===== config.mk =====
export PLATFORM = sky130hd
export DESIGN_NAME = hsof_search
export DESIGN_NICKNAME = d
export VERILOG_FILES = /design/src/hw/rtl/hsof_pkg.sv /design/src/hw/rtl/hsof_search.sv
export SDC_FILE = /design/constraint.sdc
export NUM_CORES = 1
export LEC_CHECK = 0
export BUFFER_PORTS_ARGS = -buffer_cell sky130_fd_sc_hd__buf_4
export CAP_MARGIN = 20
export CORE_AREA = 2 2 150 123
export DETAILED_ROUTE_END_ITERATION = 10
export DIE_AREA = 0 0 152 125
export PLACE_DENSITY = 0.78
export SLEW_MARGIN = 20
export SYNTH_ARGS = -nofsm -noshare
export SYNTH_HDL_FRONTEND = slang
export SYNTH_SLANG_ARGS = --single-unit
export TNS_END_PERCENT = 5

===== constraint.sdc =====
create_clock -name clk -period 10.8 [get_ports clk]
set_input_delay 2.16 -clock clk [delete_from_list [all_inputs] [get_ports clk]]
set_output_delay 2.16 -clock clk [all_outputs]
set_load 0.02 [all_outputs]

===== src/hw/rtl/hsof_pkg.sv =====
// shared constants, types and codes for the hot span overlap filter
package hsof_pkg;

  // table depth and derived widths
  localparam int MAX_SPANS = 1024;
  localparam int SPAN_AW   = (MAX_SPANS > 1) ? $clog2(MAX_SPANS) : 1;
  localparam int CNT_W     = $clog2(MAX_SPANS + 1);

  // field widths
  localparam int RANGE_W = 32;
  localparam int IDX_W   = 32;
  localparam int OP_W    = 2;

  // operation codes
  localparam logic [OP_W-1:0] OP_CLEAR  = OP_W'(0);
  localparam logic [OP_W-1:0] OP_APPEND = OP_W'(1);
  localparam logic [OP_W-1:0] OP_QUERY  = OP_W'(2);

  // search sequencer states
  typedef enum logic [1:0] {
    S_IDLE,
    S_SEARCH,
    S_CHECK
  } srch_state_t;

  // commands into the span table
  typedef struct packed {
    logic               clear;
    logic               append;
    logic [RANGE_W-1:0] hot;
  } tbl_cmd_t;

  // table status seen by the search sequencer
  typedef struct packed {
    logic [CNT_W-1:0] count;
    logic             overflow;
  } tbl_stat_t;

  // one span as read back from the table
  typedef struct packed {
    logic [RANGE_W-1:0] span_begin;
    logic [RANGE_W-1:0] span_end;
  } span_t;

endpackage


===== src/hw/rtl/hsof_search.sv =====
// binary search sequencer with one shared compare unit, block counter and result register
module hsof_search import hsof_pkg::*; (
  input  logic               clk,
  input  logic               rst,
  input  logic               query,
  input  logic               clear,
  input  logic [RANGE_W-1:0] block_first,
  input  logic [RANGE_W-1:0] block_last,
  input  tbl_stat_t          stat,
  input  span_t              rdata,
  output logic [SPAN_AW-1:0] raddr,
  output logic               busy,
  output logic               result_valid,
  output logic [IDX_W-1:0]   block_index,
  output logic               table_overflowed
);

  srch_state_t state, state_next;

  logic [CNT_W-1:0]   lo, lo_next;
  logic [CNT_W-1:0]   hi, hi_next;
  logic [CNT_W-1:0]   mid, mid_next;
  logic [RANGE_W-1:0] first_q;
  logic [RANGE_W-1:0] last_q;
  logic [IDX_W-1:0]   counter;

  logic               go_right;
  logic [CNT_W-1:0]   lo_step;
  logic [CNT_W-1:0]   hi_step;
  logic [CNT_W-1:0]   span_w;
  logic               hit;

  // shared compare unit: one probe of the span end per cycle
  always_comb begin
    go_right = rdata.span_end < first_q;
    lo_step  = go_right ? (mid + CNT_W'(1)) : lo;
    hi_step  = go_right ? hi : mid;
    span_w   = hi_step - lo_step;
    hit      = (lo < stat.count) && (rdata.span_begin <= last_q);
  end

  // next state
  always_comb begin
    state_next = state;
    unique case (state)
      S_IDLE: begin
        if (query && (stat.count != '0)) begin
          state_next = S_SEARCH;
        end
      end
      S_SEARCH: begin
        if (lo_step >= hi_step) begin
          state_next = S_CHECK;
        end
      end
      S_CHECK: begin
        state_next = S_IDLE;
      end
      default: begin
        state_next = S_IDLE;
      end
    endcase
  end

  // search bounds and memory address
  always_comb begin
    lo_next  = lo;
    hi_next  = hi;
    mid_next = mid;
    unique case (state)
      S_IDLE: begin
        lo_next  = '0;
        hi_next  = stat.count;
        mid_next = stat.count >> 1;
      end
      S_SEARCH: begin
        lo_next = lo_step;
        hi_next = hi_step;
        if (lo_step < hi_step) begin
          mid_next = lo_step + (span_w >> 1);
        end else begin
          mid_next = lo_step;
        end
      end
      S_CHECK: begin
        mid_next = mid;
      end
      default: begin
        mid_next = mid;
      end
    endcase
    raddr = mid_next[SPAN_AW-1:0];
  end

  assign busy = (state != S_IDLE);

  // state register
  always_ff @(posedge clk) begin
    if (rst) begin
      state <= S_IDLE;
    end else begin
      state <= state_next;
    end
  end

  // bounds and latched query
  always_ff @(posedge clk) begin
    lo  <= lo_next;
    hi  <= hi_next;
    mid <= mid_next;
    if (query) begin
      first_q <= block_first;
      last_q  <= block_last;
    end
  end

  // block counter: advances once per query, with or without a result
  always_ff @(posedge clk) begin
    if (rst || clear) begin
      counter <= '0;
    end else if ((query && (stat.count == '0)) || (state == S_CHECK)) begin
      counter <= counter + IDX_W'(1);
    end
  end

  // result strobe
  always_ff @(posedge clk) begin
    if (rst) begin
      result_valid <= 1'b0;
    end else begin
      result_valid <= (state == S_CHECK) && hit;
    end
  end

  // result payload
  always_ff @(posedge clk) begin
    if (state == S_CHECK) begin
      block_index      <= counter;
      table_overflowed <= stat.overflow;
    end
  end

endmodule


After elaboration in Yosys (flattened, before gate mapping)
Cells that the tools add are included.
Storage, ports and cells
  bits of input ports: 144
  flip-flop bits (word level): 165
  output and inout port bits: 45
  logic and storage cells: 45
Cells by class
  equal/unequal tests: 4
  muxes and demuxes: 9
  add/subtract/negate cells: 4
  reduce and logical (&&, ||, !) cells: 12
  magnitude comparators: 5
Operator list (count)
  11-bit case mux with 2 select lines: 3
  11-bit two-way mux: 3
  32-bit by 1-bit adder with 32-bit output, second input constant: 1
  32-bit less-or-equal comparator: 1
  32-bit < comparator: 1
  11-bit < comparator: 2
  11-bit by 1-bit adder with 11-bit output, second input constant: 1
  11-bit by 10-bit adder with 11-bit output: 1
  11-bit greater-or-equal comparator: 1
  11-bit logical NOT: 1
  11-bit nonzero test: 1
  11-bit subtractor: 1
  1-bit logical AND: 4
  2-bit two-way mux: 2
  2-bit != test, second input constant: 2
  2-bit case mux with 2 select lines: 1
  2-bit nonzero test: 2
  2-bit by 1-bit == test with 1-bit output, second input constant: 1
  2-bit == test, second input constant: 1
  2-bit logical NOT: 1
  1-bit logical OR: 2
  2-bit AND reduction: 1

Longest topological paths before layout
Gate-level depths: netlist (run 1).
  depth in word-level cells: 6
  depth in mapped cells: 28
  mapped depth without buffers: 26

Worst setup path after synthesis (run 1)
No wires, ideal clock.
  path type: input to output
  start: in rdata[30] in the netlist's numbering
  end: out raddr[9]
  data required time: 8.640 ns
  data arrival time: 7.192 ns
  path slack: 1.448 ns
  buffers on the path: 3
  cell stages on the path: 24
  path through: ha_1 -> a21oi_1 -> nand2_1 -> a221oi_2 -> o211ai_2 -> a21oi_2 -> buf_2 -> buf_1 -> a21oi_1 -> ha_1 -> fa_1 -> o41ai_4 -> nor2_1 -> o21ai_0 -> a21oi_1 -> o21bai_1 -> a21oi_1 -> xnor2_1 -> ha_1 -> or2_2 -> a41oi_1 -> xnor2_1 -> o221ai_1 -> buf_4
Between the ends
  cells in the longest elaborated chain, start to end: 6
  elaborated cells between the ends (all ways): 8
  those cells by class: add/sub: 2; order compare: 2; mux: 4
Ends and longest elaborated chain
  from (decl): line hsof_search.sv:10  | input span_t rdata,
  32-bit < comparator *: line hsof_search.sv:35  | go_right = rdata.span_end < first_q;
  11-bit two-way mux, on equally long branches: line hsof_search.sv:37, hsof_search.sv:36
  11-bit subtractor: line hsof_search.sv:38  | span_w = hi_step - lo_step;
  11-bit by 10-bit adder with 11-bit output: line hsof_search.sv:80  | mid_next = lo_step + (span_w >> 1);
  11-bit two-way mux *: line hsof_search.sv:79  | if (lo_step < hi_step) begin
  11-bit case mux with 2 select lines *: line hsof_search.sv:70  | unique case (state)
  to (decl): line hsof_search.sv:11  | output logic [SPAN_AW-1:0] raddr,
Mark *: on every way between the ends. The rest lies on a longest branch, timed or not.

Worst setup path after layout (run 1)
  start: in rdata[30] in the netlist's numbering
  end: out raddr[8]
The elaborated chain is that of the path after synthesis.

==> results.toml, run 1 <==
[global_route]
grt_overflow = 0
grt_max_degree = 59
grt_antenna_before_repair = 0
grt_pass1_vias = 7225
use_met2_pct = 37.89
met1_usage_pct = 31.79
grt_most_used_layer = "met2"
grtUsageMet3_pct = 3.986
track_usage_pct = 23.31
grt_first_pass_wirelength_um = 35660

[critical_path]
worstPathArrival_ns = 7.79
end_kind = "primary output"
path_cells = "buf_4 -> ha_1 -> a21oi_1 -> nand2_1 -> a221oi_2 -> o211ai_2 -> a21oi_2 -> buf_4 -> mux2_2 -> ha_1 -> maj3_1 -> mux2_2 -> nor4_1 -> or3_4 -> o21bai_1 -> xor2_1 -> ha_1 -> nand3_1 -> a211o_2 -> nand2_1 -> a21o_1 -> xnor2_1 -> a21oi_1 -> buf_4"
reg2reg_depth = 23
crit_type = "input pin to primary output"
cp_top_family = "compound AO/OA/AOI/OAI gates"
start_kind = "input pin"
slowest_stage = "a21oi_2"
critical_path_depth = 24
crit_buf_inv = 3
critPathMaxFanout = 24
required_ns = 8.64
cpPeakStageDelay_ns = 0.44

[logic_synthesis]
syn_area_um2 = 9417
synth.most_common_cell = "edfxtp_1"
synth_edf_count = 120
yosys_most_used_dff = "edfxtp_1"
synthTopCellsByCount = "120 x edfxtp_1, 99 x inv_1, 93 x ha_1, 85 x nor2_1, 56 x a21oi_1"
ys_seq_area_share_pct = 47.83
synth_area_per_cell_um2 = 10.59
synth_cell_type_count = 70
yosysWarnings = 0
async_reset_ff_share_pct = 0
synth.ff_latch_count = 165
synth_top_area_share_pct = 38.27
yosysTopAreaCell = "edfxtp_1"
netlist_instances = 889
ys_top_cells_by_area = "edfxtp_1 38%, ha_1 12%, dfxtp_1 9.6%"
synth_nets = 1128

[pwr]
p_leak_uw = 0.005190
powerDensity_nw_per_um2 = 271.8
p_int_uw = 1861
peakVddDrop_v = 0.0002034
pwr-share-clk_pct = 19.8
p_sw_uw = 1289
p_comb_share_pct = 53.4
seqPwrFrac_pct = 26.8
swShare_pct = 40.92

[sta]
clock_skew_ns = 0.009960
setup_viol = 0
rsz0062_at_grt = "false"
finalCriticalPeriod_ns = 9.953
slew_headroom_pct = 34.51
final_max_slew_viol_count = 0
max_freq_mhz = 100.5
tns_ns = 0
hold_viol_final = 0
tightest_slew_ns = 0.9801
finalCritPeriodShare_pct = 92.16

[clock_network]
cts_resized = 0
clk_latency_ns = 0.42
clkSlewWorstSetupHoldPaths_ns = 0.07
ctsHoldBuffers = 0
cts_sinks = 165
clock_tree.root_cell = "clkbuf_16"
tritoncts = "built"
cts_buffers = 17
cts-htree-levels = 4
post_cts_buffers = 0
cts_max_path_buffers = 2

[min_path]
min_path_type = "flip-flop to flip-flop"
hold_depth = 0

[final_layout]
final_net_count = 1306
areaGrowthSynthToFinish_pct = 23.05
fillers = 1382
final_util_pct = 65.57
drive_gt1_share_pct = 24.63
antennaDiodeCount = 0

[route]
dr_total_vias = 7226
drt-total-wl_um = 22030
drt_iter0_drc = 554
drc = 0
wl_per_cell_um = 16.82
drtPass1Iterations = 5
ant_nets = 0
vias_per_cell = 5.516

[die]
die_x_um = 152
fp.coreArea_um2 = 17670
ios = 189
die_h_um = 125
num_rows = 44
die-area_um2 = 19000
start_util_pct = 53.29

[placement]
portBuffers = 188
routabilityCongestion = 0.9391
dp_hpwl_um = 16360

[run_status]
status = "finished, final reports clean"

[flow_run]
cap_violations = 0
kinds of logic (layout without fill, tap and decap cells):
kind of cell    after synthesis  after routing  synth area share [%]
simple gates                242            242                 12.61
flops                       165            165                 47.83
compound gates              159            159                 11.43
buf+inv                     135            326                 5.966
fa+ha+maj                    98             98                 13.11
xor+xnor                     66             66                 6.139
mux                          24             24                 2.910
power groups by stage:
stage	combinational (uW)	sequential, uW	clock, uW
after floorplan	1290	839	0
after global placement	1610	853	0
after detailed placement	1630	855	0
after CTS	1650	843	632
after global routing	1850	852	660
final	1680	844	623
registers in the layout, indices dropped and copies added (netlist names):
signal            flops
block_index          32
hi                   11
last_q               32
result_valid          1
state                 2
counter              32
lo                   11
table_overflowed      1
mid                  11
first_q              32
layer usage:
metal | vias to the layer above | wire length (um)
met2 | 266 | 10220
met5 | - | 0
met1 | 3422 | 10010
met3 | 37 | 1276
li1 | 3501 | -
met4 | 0 | 525
cell usage in the layout (no fill, tap or decap), types with 3 or more instances in the layout:
cell | synthesis | final
nand3_1 | 24 | 24
mux2i_1 | 9 | 9
nor2_1 | 85 | 84
a31oi_1 | 8 | 8
inv_1 | 99 | 99
a22oi_1 | 3 | 3
nor2b_1 | 16 | 16
and3_1 | 9 | 9
xor2_1 | 39 | 39
a211oi_2 | 3 | 3
nand4_1 | 15 | 15
nor4_1 | 7 | 7
o221ai_1 | 3 | 3
nor3_1 | 8 | 8
o21ai_0 | 29 | 29
inv_6 | 0 | 4
mux2_2 | 11 | 11
xnor2_1 | 27 | 27
and2_1 | 6 | 6
ha_1 | 93 | 93
o21ai_1 | 4 | 4
buf_4 | 10 | 195
or2_2 | 3 | 3
a21o_1 | 20 | 20
a21oi_1 | 56 | 56
a211oi_1 | 5 | 5
nand2_1 | 48 | 48
and4_1 | 4 | 4
clkbuf_16 | 0 | 17
edfxtp_1 | 120 | 120
dfxtp_1 | 45 | 45
clkinv_4 | 0 | 5
nand2b_1 | 6 | 6
mux2_4 | 4 | 4
metrics by stage:
stage                     hold slack [ns]  total power (uW)  instance area [um2]  instances  setup slack [ns]
after floorplan                    0.4280              2127                 9417        889             1.448
after global placement             0.4371              2461                10990       1278             1.106
after detailed placement           0.4333              2489                10990       1278            0.9329
after CTS                          0.4496              3129                11590       1310            0.8986
after global routing               0.4688              3357                11590       1310            0.3353
final                              0.4521              3150                11590       1310            0.8466
worst reg2reg max path: stages (launching register included):
cell and delay (ns):
edfxtp_1 0.37, inv_1 0.07, ha_1 0.26, a21oi_1 0.17, nand2_1 0.09, a221oi_2 0.31
o211ai_2 0.19, a21oi_2 0.44, buf_4 0.40, mux2_2 0.40, ha_1 0.24, maj3_1 0.35
mux2_2 0.31, nor4_1 0.30, or3_4 0.21, o21bai_1 0.07, xor2_1 0.14, ha_1 0.42
nand3_1 0.11, a211o_2 0.33, a311oi_1 0.27, o21ai_0 0.15, xnor2_1 0.18, nor2_1 0.05
area by class of cell:
type,count,area (um2),area share [%]
Sequential cell,165,4504,38.87
Clock buffer,18,439.2,3.790
Inverter,99,371.6,3.207
Timing Repair Buffer,195,1464,12.63
Multi-Input combinational cell,589,4358,37.61
Clock inverter,14,162.7,1.404
Tap cell,230,287.8,2.484
path summary, 6_finish.rpt:
| check | startpoint | end | slack, ns |
|---|---|---|---|
| setup / recovery | rdata[30] | raddr[8] | 0.85 |
| hold / removal | counter[31] | block_index[31] | 0.45 |
| setup reg to reg | first_q[30] | mid[10] | 4.71 |
| hold reg to reg | counter[31] | block_index[31] | 0.45 |
(Power assumes the default switching activity.)
==> run 2: changes to the inputs <==
==> constraint.sdc (replaced) <==
create_clock -name clk -period 10.8 [get_ports clk]
set_input_delay 0 -clock clk [delete_from_list [all_inputs] [get_ports clk]]
set_output_delay 0 -clock clk [all_outputs]
set_load 0.02 [all_outputs]
==> run 2 against run 1 <==
- non-clock buffer count grew 76
- cell count grew 5.8%
- cell area grew 6.5%
- sequential power is essentially flat
- total power is essentially flat
- clock-buffer cell count shrank 1
- combinational power is essentially flat
- critical path type is now flip-flop to primary output
- critical endpoint is now raddr[9]
- largest cell class unchanged
- largest power group unchanged
- highest routed layer unchanged
==> results.toml, run 2 (synthesis gave the netlist of run 1 again) <==
[die]
die_h_um = 125
ios = 189
num_rows = 44
die-area_um2 = 19000
start_util_pct = 53.29
fp.coreArea_um2 = 17670
die_x_um = 152

[critical_path]
worstPathArrival_ns = 6.02
critPathMaxFanout = 34
end_kind = "primary output"
start_kind = "flip-flop"
crit_type = "flip-flop to primary output"
required_ns = 10.80

[global_route]
grt_pass1_vias = 7681
grt_antenna_before_repair = 0
grt_max_degree = 66
track_usage_pct = 24.77
grt_first_pass_wirelength_um = 37830
grt_overflow = 0

[clock_network]
cts_sinks = 165
clock_tree.root_cell = "clkbuf_16"
cts-htree-levels = 4
cts_max_path_buffers = 2
clkSlewWorstSetupHoldPaths_ns = 0.07
tritoncts = "built"
clk_latency_ns = 0.43
cts_buffers = 17

[route]
dr_total_vias = 7485
ant_nets = 0
vias_per_cell = 5.400
drt-total-wl_um = 23470
wl_per_cell_um = 16.93
drc = 0
drtPass1Iterations = 5
drt_iter0_drc = 526

[final_layout]
final_cell_mix = "194 x buf_4, 120 x edfxtp_1, 99 x inv_1"
fillers = 1292
fin_area_um2 = 12340
layout.cells.non_filler = 1386
areaGrowthSynthToFinish_pct = 31.08
final_net_count = 1382
layout_commonest_cell = "buf_4"
final_util_pct = 69.85
antennaDiodeCount = 0
seqCellArea_um2 = 4504
drive_gt1_share_pct = 22.92
multiInputGateArea_um2 = 4358

[sta]
rsz0062_at_grt = "false"
setup_viol = 0
hold_viol_final = 0
tightest_slew_ns = 0.9552
final_max_slew_viol_count = 0
finalCriticalPeriod_ns = 6.016
finalCritPeriodShare_pct = 55.70
clock_skew_ns = 0.007861
slew_headroom_pct = 36.17
max_freq_mhz = 166.2
setup_slack_ns = 4.784
tns_ns = 0

[placement]
place_area_um2 = 10980
dp_hpwl_um = 15970
routabilityCongestion = 0.9580
post-place-ws_ns = 5.214
portBuffers = 188
placed_cells = 1277

[pwr]
powerDensity_nw_per_um2 = 255.1
p_leak_uw = 0.005496
peakVddDrop_v = 0.0001953

[flow_run]
cap_violations = 0

[min_path]
min_path_type = "input pin to flip-flop"

[run_status]
status = "finished, final reports clean"
[run 2: cell types whose count changed in the layout (fill, tap and decap cells not counted), sizes merged]
cell / before / now
buf: 195 / 194
bufinv: 2 / 1
clkbuf: 18 / 17
clkinv: 5 / 7
clkinvlp: 0 / 1
dlygate4sd3: 0 / 77
inv: 106 / 105
[run 2: worst max-delay path, stage by stage, from the launching register on]
cell,delay (ns)
edfxtp_1,0.36
inv_1,0.07
ha_1,0.24
a211oi_1,0.27
o21ai_1,0.11
a21oi_1,0.24
o21ai_2,0.14
a21oi_2,0.13
buf_4,0.36
a21oi_1,0.15
ha_1,0.28
fa_1,0.46
o41ai_4,0.55
nor2_1,0.08
o21ai_0,0.15
a21oi_1,0.16
o21bai_1,0.16
a21oi_1,0.10
xnor2_1,0.13
ha_1,0.32
or2_2,0.32
a41oi_1,0.24
xnor2_1,0.10
o221ai_1,0.24
buf_4,0.21
[run 2: path summary, 6_finish.rpt]
kind | start | to | slack (ns) | cells past startpoint
setup / recovery | first_q[2] | raddr[9] | 4.78 | 24
hold / removal | query | counter[0] | 0.07 | 4
setup reg to reg | first_q[2] | mid[10] | 5.12 | 25
hold reg to reg | counter[7] | block_index[7] | 0.48 | 0
[run 2: report_power, final]
| group | total, uW | internal (uW) | leakage [uW] | switching [uW] |
|---|---|---|---|---|
| sequential | 842 | 777 | 0.00154 | 64.7 |
| clock | 610 | 328 | 0.000288 | 282 |
| combinational | 1700 | 746 | 0.00366 | 952 |
| total | 3150 | 1850 | 0.00550 | 1300 |
[run 2: metrics by stage]
stage / total power [uW] / hold slack, ns
2_1_floorplan: 2127 / 0.07679
3_3_place_gp: 2448 / 0.1779
3_5_place_dp: 2475 / 0.1793
4_1_cts: 3123 / 0.05391
5_1_grt: 3357 / 0.09123
6_report: 3149 / 0.07196
[run 2: layout make-up]
| cell class | count | area share, % |
|---|---|---|
| Clock inverter | 15 | 1.368 |
| Timing Repair Buffer | 271 | 18.04 |
| Sequential cell | 165 | 36.49 |
| Inverter | 99 | 3.011 |
| Tap cell | 230 | 2.331 |
| Multi-Input combinational cell | 589 | 35.31 |
| Clock buffer | 17 | 3.447 |
[run 2: repair_timing]
| action | in CTS | in global routing |
|---|---|---|
| resized for setup | 0 | 0 |
| hold buffers | 77 | 0 |
| setup buffers | 0 | 0 |
| setup endpoints to repair | 0 | 0 |
| hold endpoints to repair | 82 | 0 |
[run 2: metal layers]
layer  global-route usage [%]  vias up  wire [um]
li1                         -     3651          -
met1                    32.62     3552      10440
met5                        0        -          0
met3                    4.679       41       1182
met2                    41.92      241      11360
met4                    7.532        0        481
==> run 3: changes to the inputs <==
- CORE_AREA: 2 2 150 123 -> 2 2 155 127
- DIE_AREA: 0 0 152 125 -> 0 0 157 129
- PLACE_DENSITY: 0.78 -> 0.77
- clock period: 10.8 -> 5 ns (I/O delays scaled with it)
==> run 3 against run 2 <==
- the run now ends with negative setup slack left
- non-clock buffer count increased by 44
- sequential share of layout area decreased by 2.8 points
- via count is 5.4% higher
- first-iteration DRC count rose by 12%
- total power grew to 2.5 times the previous value
- global-route usage up 0.53 points
- cell area is 8.3% higher
- clock-buffer cell count did not move
- die area up 6.6%
- combinational power grew to 2.9 times the previous value
==> results.toml, run 3 (synthesis gave the netlist of run 1 again) <==
[route]
drt-total-wl_um = 25980
drtPass1Iterations = 5
ant_nets = 0
drt_iter0_drc = 589
vias_per_cell = 5.406
dr_total_vias = 7888
drc = 0
wl_per_cell_um = 17.81

[clock_network]
cts_max_path_buffers = 2
tritoncts = "built"
cts-htree-levels = 4
cts_buffers = 17
clock_tree.root_cell = "clkbuf_16"
cts_sinks = 165
clk_latency_ns = 0.43
clkSlewWorstSetupHoldPaths_ns = 0.07

[critical_path]
start_kind = "flip-flop"
end_kind = "primary output"
cp_top_family = "compound AO/OA/AOI/OAI gates"
crit_type = "flip-flop to primary output"
worstPathArrival_ns = 5.42
cpPeakStageDelay_ns = 0.39
critPathMaxFanout = 5
required_ns = 5.00
critPathLaunch = "first_q[21]"
cp_common_cell = "a21oi_2"
regToRegStartpoint = "first_q[21]"
crit_buf_inv = 5
slowest_stage = "o41ai_4"

[final_layout]
areaGrowthSynthToFinish_pct = 41.99
antennaDiodeCount = 0
final_util_pct = 71.74
layout_commonest_cell = "buf_4"
fillers = 1243
final_net_count = 1427
drive_gt1_share_pct = 31.81
final_cell_mix = "230 x buf_4, 120 x edfxtp_1, 94 x inv_1"
fin_area_um2 = 13370

[run_status]
failed_checks = "negative setup slack"
status = "complete, but fails checks"

[die]
fp.coreArea_um2 = 18640
die_h_um = 129
ios = 189
num_rows = 45
start_util_pct = 50.53
die_x_um = 157
die-area_um2 = 20250

[global_route]
grt_overflow = 0
grt_antenna_before_repair = 0
grt_pass1_vias = 7912
grt_max_degree = 67
grt_first_pass_wirelength_um = 39610
track_usage_pct = 25.31

[flow_run]
cap_violations = 0

[sta]
hold_viol_final = 0
setup_viol = 11
tns_ns = -2.264
finalCritPeriodShare_pct = 108.4
slew_headroom_pct = 37.83
rsz0062_at_grt = "true"
max_freq_mhz = 184.4
tightest_slew_ns = 0.9091
final_max_slew_viol_count = 0
finalCriticalPeriod_ns = 5.422
setup_slack_ns = -0.4216
clock_skew_ns = 0.01202

[min_path]
worstHoldStart = "stat[7]"
min_path_type = "input pin to flip-flop"

[placement]
routabilityCongestion = 0.9101
dp_hpwl_um = 16750
portBuffers = 188
place_area_um2 = 11260

[pwr]
p_int_uw = 4639
p_leak_uw = 0.005809
pwr-share-clk_pct = 16.1
swShare_pct = 42.12
powerDensity_nw_per_um2 = 599.5
seqPwrFrac_pct = 22.7
p_comb_share_pct = 61.2
p_sw_uw = 3376
peakVddDrop_v = 0.0007462
## run 3: area by class of cell
type	count	area, um2	area share (%)
multi-input combinational	590	4952	37.04
sequential	165	4504	33.69
timing repair buffer	315	2628	19.65
clock buffer	17	425.4	3.182
inverter	99	375.4	2.807
tap	258	322.8	2.414
clock inverter	15	162.7	1.217
## run 3: through the flow
| stage | hold slack (ns) | worst slack, ns | cells | power (uW) |
|---|---|---|---|---|
| 2_1_floorplan | 0.07679 | -0.0006231 | 889 | 4685 |
| 3_3_place_gp | 0.1781 | 0.01589 | 1328 | 5604 |
| 3_5_place_dp | 0.1793 | -0.1391 | 1328 | 5656 |
| 4_1_cts | 0.03372 | -0.2685 | 1453 | 7543 |
| 5_1_grt | 0.08308 | -0.6146 | 1459 | 8450 |
| 6_report | 0.05703 | -0.4216 | 1459 | 8015 |
## run 3: power groups by stage
| stage | Combinational (uW) | Clock, uW | Sequential [uW] |
|---|---|---|---|
| floorplan | 2870 | 0 | 1810 |
| global placement | 3770 | 0 | 1830 |
| detailed placement | 3820 | 0 | 1840 |
| CTS | 4420 | 1320 | 1810 |
| global route | 5250 | 1360 | 1840 |
| finish | 4900 | 1290 | 1820 |
## run 3: repair_timing
action / 4_1_cts / 5_1_grt
gates resized for setup: 46 / 47
hold endpoints to repair: 81 / 0
hold buffers: 76 / 0
pin swaps: 29 / 42
setup endpoints to repair: 13 / 18
buffers inserted: 15 / 6
gates cloned: 2 / 0
## run 3: worst paths after layout
kind	depth (start not counted)	slack [ns]	to
max	25	-0.42	raddr[8]
max reg2reg	24	-0.16	mid[10]
min reg2reg	0	0.45	block_index[31]
min	3	0.06	hi[6]
## run 3: per-layer routing
| layer | vias up | share of wire, % | global-route usage (%) |
|---|---|---|---|
| li1 | 3738 | - | - |
| met1 | 3747 | 41 | 31.70 |
| met2 | 333 | 49 | 42.80 |
| met3 | 70 | 7.4 | 5.793 |
| met4 | 0 | 2.8 | 9.822 |
| met5 | - | 0 | 0 |
## run 3: tightest hold or removal path: stages
cell and delay, ns:
buf_4 0.08, inv_1 0.11, a21oi_1 0.16
